`src/rtl/segint_pkg.sv`:
```
// shared constants for the segment pair intersection block
package segint_pkg;

    // contact classes of a result item
    localparam logic [1:0] CONTACT_NONE    = 2'd0;
    localparam logic [1:0] CONTACT_CROSS   = 2'd1;
    localparam logic [1:0] CONTACT_OVERLAP = 2'd2;
    localparam logic [1:0] CONTACT_BAD     = 2'd3;

    // queue between front and back
    localparam int QUEUE_DEPTH = 4;
    localparam int QPTR_BITS   = 2;

    // result item layout
    localparam int CROSS_BITS = 32;
    localparam int OUT_W      = 72;

endpackage

```
`src/rtl/segint_fifo.sv`:
```
// small register queue between the front and back parts
module segint_fifo #(
    parameter int WIDTH = 8
) (
    input  logic             clk,
    input  logic             rst_n,
    input  logic             push,
    input  logic [WIDTH-1:0] din,
    output logic             full,
    input  logic             pop,
    output logic [WIDTH-1:0] dout,
    output logic             empty
);

    localparam int CNT_BITS = segint_pkg::QPTR_BITS + 1;

    logic [WIDTH-1:0]                  mem_reg [0:segint_pkg::QUEUE_DEPTH-1];
    logic [segint_pkg::QPTR_BITS-1:0]  wptr_reg, rptr_reg;
    logic [CNT_BITS-1:0]               cnt_reg, cnt_next;

    assign full  = (cnt_reg == CNT_BITS'(segint_pkg::QUEUE_DEPTH));
    assign empty = (cnt_reg == '0);
    assign dout  = mem_reg[rptr_reg];

    // occupancy
    always_comb
    begin
        cnt_next = cnt_reg;
        if (push && !pop)
        begin
            cnt_next = cnt_reg + 1'b1;
        end
        else if (pop && !push)
        begin
            cnt_next = cnt_reg - 1'b1;
        end
    end

    // pointers and count
    always_ff @(posedge clk or negedge rst_n)
    begin
        if (!rst_n)
        begin
            wptr_reg <= '0;
            rptr_reg <= '0;
            cnt_reg  <= '0;
        end
        else
        begin
            if (push)
            begin
                wptr_reg <= wptr_reg + 1'b1;
            end
            if (pop)
            begin
                rptr_reg <= rptr_reg + 1'b1;
            end
            cnt_reg <= cnt_next;
        end
    end

    // storage
    always_ff @(posedge clk)
    begin
        if (push)
        begin
            mem_reg[wptr_reg] <= din;
        end
    end

endmodule

```
`config.mk`:
```
export PLATFORM = sky130hd
export DESIGN_NAME = segint_fifo
export DESIGN_NICKNAME = d
export VERILOG_FILES = /design/src/rtl/segint_pkg.sv /design/src/rtl/segint_fifo.sv
export SDC_FILE = /design/constraint.sdc
export NUM_CORES = 1
export LEC_CHECK = 0
export ABC_AREA = 0
export BUFFER_PORTS_ARGS = -buffer_cell sky130_fd_sc_hd__buf_2
export CORE_MARGIN = 10
export CORE_UTILIZATION = 50
export DETAILED_ROUTE_END_ITERATION = 6
export GPL_TIMING_DRIVEN = 0
export HOLD_SLACK_MARGIN = 0.03
export PLACE_DENSITY = 0.71
export SKIP_LAST_GASP = 1
export SLEW_MARGIN = 0
export SYNTH_ARGS = -nofsm -noshare
export SYNTH_HDL_FRONTEND = slang
export SYNTH_SLANG_ARGS = --single-unit
```
`constraint.sdc`:
```
create_clock -name clk -period 1.74 [get_ports clk]
set_input_delay 0.348 -clock clk [delete_from_list [all_inputs] [get_ports clk]]
set_output_delay 0.348 -clock clk [all_outputs]
set_load 0.05 [all_outputs]
```
[Word-level counts from Yosys, hierarchy flattened]
Memories as Yosys holds them, arrays and structs flattened.
Cells that the tools add are included.
Cells by class
  reduce and logical (&&, ||, !) cells: 6
  add/subtract/negate cells: 4
  multiplexer cells: 4
  eq/ne operators: 1
Operator list (number)
  $mux W3: 2
  $add A2 B1 Y2 const B: 2
  $add A3 B1 Y3 const B: 1
  $eq A3 B3 Y1 const B: 1
  $logic_not A3 Y1: 1
  $sub A3 B1 Y3 const B: 1
  $logic_and A1 B1 Y1: 2
  $logic_not A1 Y1: 2
  $mux W1: 2
  $reduce_bool A2 Y1: 1
Word-level totals
  memories: 1
  input bits: 12
  word-level logic and storage cells: 19
  register bits: 7
  output and inout port bits: 10
  memory bits (writable): 32
Memories
  mem_reg: depth 4, bits a word 8, rd ports 1, clocked after memory_dff 0, write ports 1, RTL line segint_fifo.sv:17  | logic [WIDTH-1:0] mem_reg [0:segint_pkg::QUEUE_DEPTH-1];

[Logic depth before layout (Yosys ltp)]
  depth after elaboration: 4
  gate-level depth with buffers: 7
  mapped depth without buffers: 7

[Least setup slack after synthesis]
Ideal clock, no wire load.
  path type: reg-to-output
  start point: reg cnt_reg[0]
  end point: out full
  arrival: 1.599 ns
  slack: -0.207 ns
  data required time: 1.392 ns
  stages on the path, launching flop included: 2
  path buffers: 0
  cell sequence: dfrtp_1 > nor3b_1
On the way
  cells in the longest elaborated chain, start to end: 1
Ends and longest elaborated chain
  from (decl): RTL line segint_fifo.sv:19  | logic [CNT_BITS-1:0] cnt_reg, cnt_next;
  from (signal assigned): RTL line segint_fifo.sv:58  | cnt_reg <= cnt_next;
  $eq A3 B3 Y1: RTL line segint_fifo.sv:21  | assign full = (cnt_reg == CNT_BITS'(segint_pkg::QUEUE_DEPTH));
  to (decl): RTL line segint_fifo.sv:9  | output logic full,
Every way passes these cells.

[Final worst setup path]
  start point: reg rptr_reg[0] (netlist bit)
  end point: out dout[3]
On the way
  cells in the longest elaborated chain, start to end: 1
Ends and longest elaborated chain
  from (decl): RTL line segint_fifo.sv:18  | logic [segint_pkg::QPTR_BITS-1:0] wptr_reg, rptr_reg;
  from (signal assigned): RTL line segint_fifo.sv:56  | rptr_reg <= rptr_reg + 1'b1;
  $mem_v2 Z4 W8
  to (decl): RTL line segint_fifo.sv:11  | output logic [WIDTH-1:0] dout,
Every way passes these cells.

==> results.md <==
- Max-slew headroom: 0.699
- Num CTS Buffers: 5
- Ranking of synthesized cells by area: edfxtp_1 62%, mux4_2 12%, dfrtp_1 11%
- Wirelength per Cell: between 15 and 20 um
- First-pass GRT wire length: 4210 um
- Iter 0 DRT Violations: 66
- Max cap viols: 0
- Hold Path Sink: rptr_reg[0]$_DFFE_PN0P_
- Clock Latency Late Sink: around 0.34 ns
- Port-buffer cells: 21
- DRC viols: 0
- Tcrit/Tclk final: 1.12
- Final wirelength: 2540 um
- Peak Freq: just over 0.5 GHz
- Yosys warning count: 0
- Cell accounting for the most synthesized area: edfxtp_1
- Crit-path max cell delay: between 0.5 and 0.6 ns
- Setup Skew: ~0.0052 ns
- Worst path depth: 3
- Net count of the finished layout: around 120
- Power Dens Cells: 1860 mW/mm2
- Critical path endpoint category: output pin
- Core Rows: 20
- Width of the chip: roughly 76 um
- Finished Layout Cells: 140
- Number of global-route vias before repair: between 800 and 900
- Total congestion overflow: 0
- Placed insts: 130
- Antenna Nets Post-Route: 0
- Leak: 0.000696 uW
- Min-delay worst type: input port to register
- Outcome: finished with violations
- Startpoint types: register
- Critical path peak fanout: 9
- Post-layout min period: around 1.9 ns
- Final Setup Violations: 8
- Largest net degree at the start of global routing: 13
- Maximum VDD drop: just under 1 mV
- Crit path required time: approximately 1.4 ns
- Io pins: 22
- Avg Cell Area, Syn: between 20 and 25 um2
- Distinct cells, synth: 17
- Global Route Usage Sum: 0.102
- Layout cell share with drive strength beyond 1: 0.393
- Delay-heaviest family, CP: multiplexers
- Max FFs per register: 32
- Number of fill cells in the layout: roughly 240
- #FFs+latches synth: 39
- Die Area: about 0.0057 mm2
- Worst EP arrival: 1.59 ns
- Final Hold Viols: 0
- Area delta synth->final: 17.7%
- Initial antenna violation count: 0
- Crit Path Category: register to output pin
- Top-area cell type share of the netlist area: 0.621
- CP Cell Sequence: buf_8 -> mux4_2 -> buf_4
- R2R Path Start: cnt_reg[0]$_DFFE_PN0P_
- Initial DRT Pass Iterations: 4
- Worst-path clk slew: approximately 0.11 ns
- Clock Path Buffers: 2
- H-tree Lvls: 2
- Final Max Slew Viols: 0
- Syn Nets: between 90 and 100
- Buf/Inv on CP: 2
- Clock root cell: clkbuf_4
- Reg2reg setup slack: approximately 0.32 ns
- Worst hold start: pop
- RSZ-0062 raised after global routing: true
- Initial Util: 0.515
- Slowest cell on the critical path: mux4_2
- Sequential fraction of the synthesis area: 0.734
- Reg-to-Reg End: cnt_reg[2]$_DFFE_PN0P_
- CTS sink cnt: 39
- Mapped Area: roughly 0.0015 mm2
- Pre-CTS WS: ~0.078 ns
- Core Box Area: ~0.003 mm2
- Via count: around 750
- Diodes inserted: 0
- Worst Setup Slack, final: -0.203 ns
- Via density: between 5 and 6
- Failing checks: negative setup slack
- Hold Path Depth: 2
- Cells after Synth: 76
- Routability cong.: approximately 0.63
- Worst r2r path cells: 4
- Die Ht: 75.6 um
- Worst slew pin tran: around 0.45 ns
- CTS tree: yes
==> timing repair <==
item | in CTS | in global routing
hold endpoints to repair | 7 | 0
pin swaps | 0 | 0
resized for setup | 9 | 0
setup endpoints to repair | 8 | 8
buffers inserted | 1 | 0
hold buffers | 1 | 0
==> logic make-up (layout without fill, tap and decap cells) <==
group           after synthesis  after routing  share of synthesized area
flops                        39             39                      0.734
mux                           9              9                      0.124
simple gates                  9              9                     0.0315
fa+ha+maj                     6              6                     0.0534
xor+xnor                      6              6                     0.0340
buf+inv                       6             37                     0.0202
compound gates                1              1                    0.00323
==> placed cells by master, fill, tap and decap left out <==
cell           instances
and2_1                 4
buf_2                 14
o21ai_0                1
mux4_2                 8
bufinv_16              1
fa_1                   1
buf_8                  1
buf_4                  9
nor3b_2                1
edfxtp_1              32
ha_1                   5
nor2_1                 1
nor3_2                 1
xor2_1                 4
dlygate4sd3_1          1
clkinv_1               1
inv_1                  4
nand2_1                2
clkbuf_4               5
mux2_2                 1
dfrtp_1                7
clkinv_2               1
xnor2_1                2
==> worst register-to-register path, delay by kind of cell (launching register included) <==
family	cells	cell delay (ns)
adders and majority gates	1	0.46
and+or+nand+nor	1	0.12
xor gates and xnor gates	2	0.30
DFF	1	0.47
==> how the worst max path moves through the flow <==
stage,start,endpoint,slack [ns]
after detailed placement,push,cnt_reg[2]$_DFFE_PN0P_,0.08
final,rptr_reg[0]$_DFFE_PN0P_,dout[3],-0.20
after CTS,rptr_reg[0]$_DFFE_PN0P_,dout[6],-0.22
after floorplan,rptr_reg[0]$_DFFE_PN0P_,dout[0],0.25
after global routing,rptr_reg[0]$_DFFE_PN0P_,dout[3],-0.27
after global placement,push,cnt_reg[2]$_DFFE_PN0P_,0.14
==> cell type report <==
type / count / area (um2) / area share
multi-input combinational: 31 / 390 / 0.214
buffer: 2 / 20.0 / 0.0110
inverter: 4 / 15.0 / 0.00824
timing repair buffer: 23 / 143 / 0.0783
tap: 33 / 41.3 / 0.0227
clock inverter: 3 / 38.8 / 0.0213
clock buffer: 5 / 37.5 / 0.0206
sequential: 39 / 1140 / 0.624
==> Yosys cell counts <==
cell      number
nand2_1        2
ha_1           5
xor2_1         4
buf_2          1
and2_1         4
dfrtp_1        7
edfxtp_1      32
fa_1           1
nor2_1         1
xnor2_1        2
mux4_2         8
mux2_2         1
nor3_1         1
buf_6          1
nor3b_1        1
inv_1          4
o21ai_0        1
==> layer usage <==
metal / track usage / vias to the layer above / wire length (um)
met5: 0 / - / 0
li1: - / 346 / -
met1: 0.120 / 385 / 1050
met3: 0.0378 / 7 / 160
met2: 0.162 / 16 / 1280
met4: 0.0495 / 0 / 53
==> power by group <==
group | internal (uW) | switching (uW) | total (uW)
Clock | 296 | 287 | 583
Sequential | 1250 | 114 | 1360
Combinational | 546 | 896 | 1440
==> stage by stage <==
step	setup TNS (ns)	utilization	instance area (um2)	hold WS, ns	power, uW
after floorplan	0	-	1560	0.0524	2450
after global placement	0	0.568	1700	0.190	2710
after detailed placement	0	0.568	1700	0.189	2760
after CTS	-1.67	0.607	1820	0.205	3440
after global routing	-2.14	0.607	1820	0.198	3590
final	-1.51	0.607	1820	0.207	3390
(Power assumes the default switching activity.)
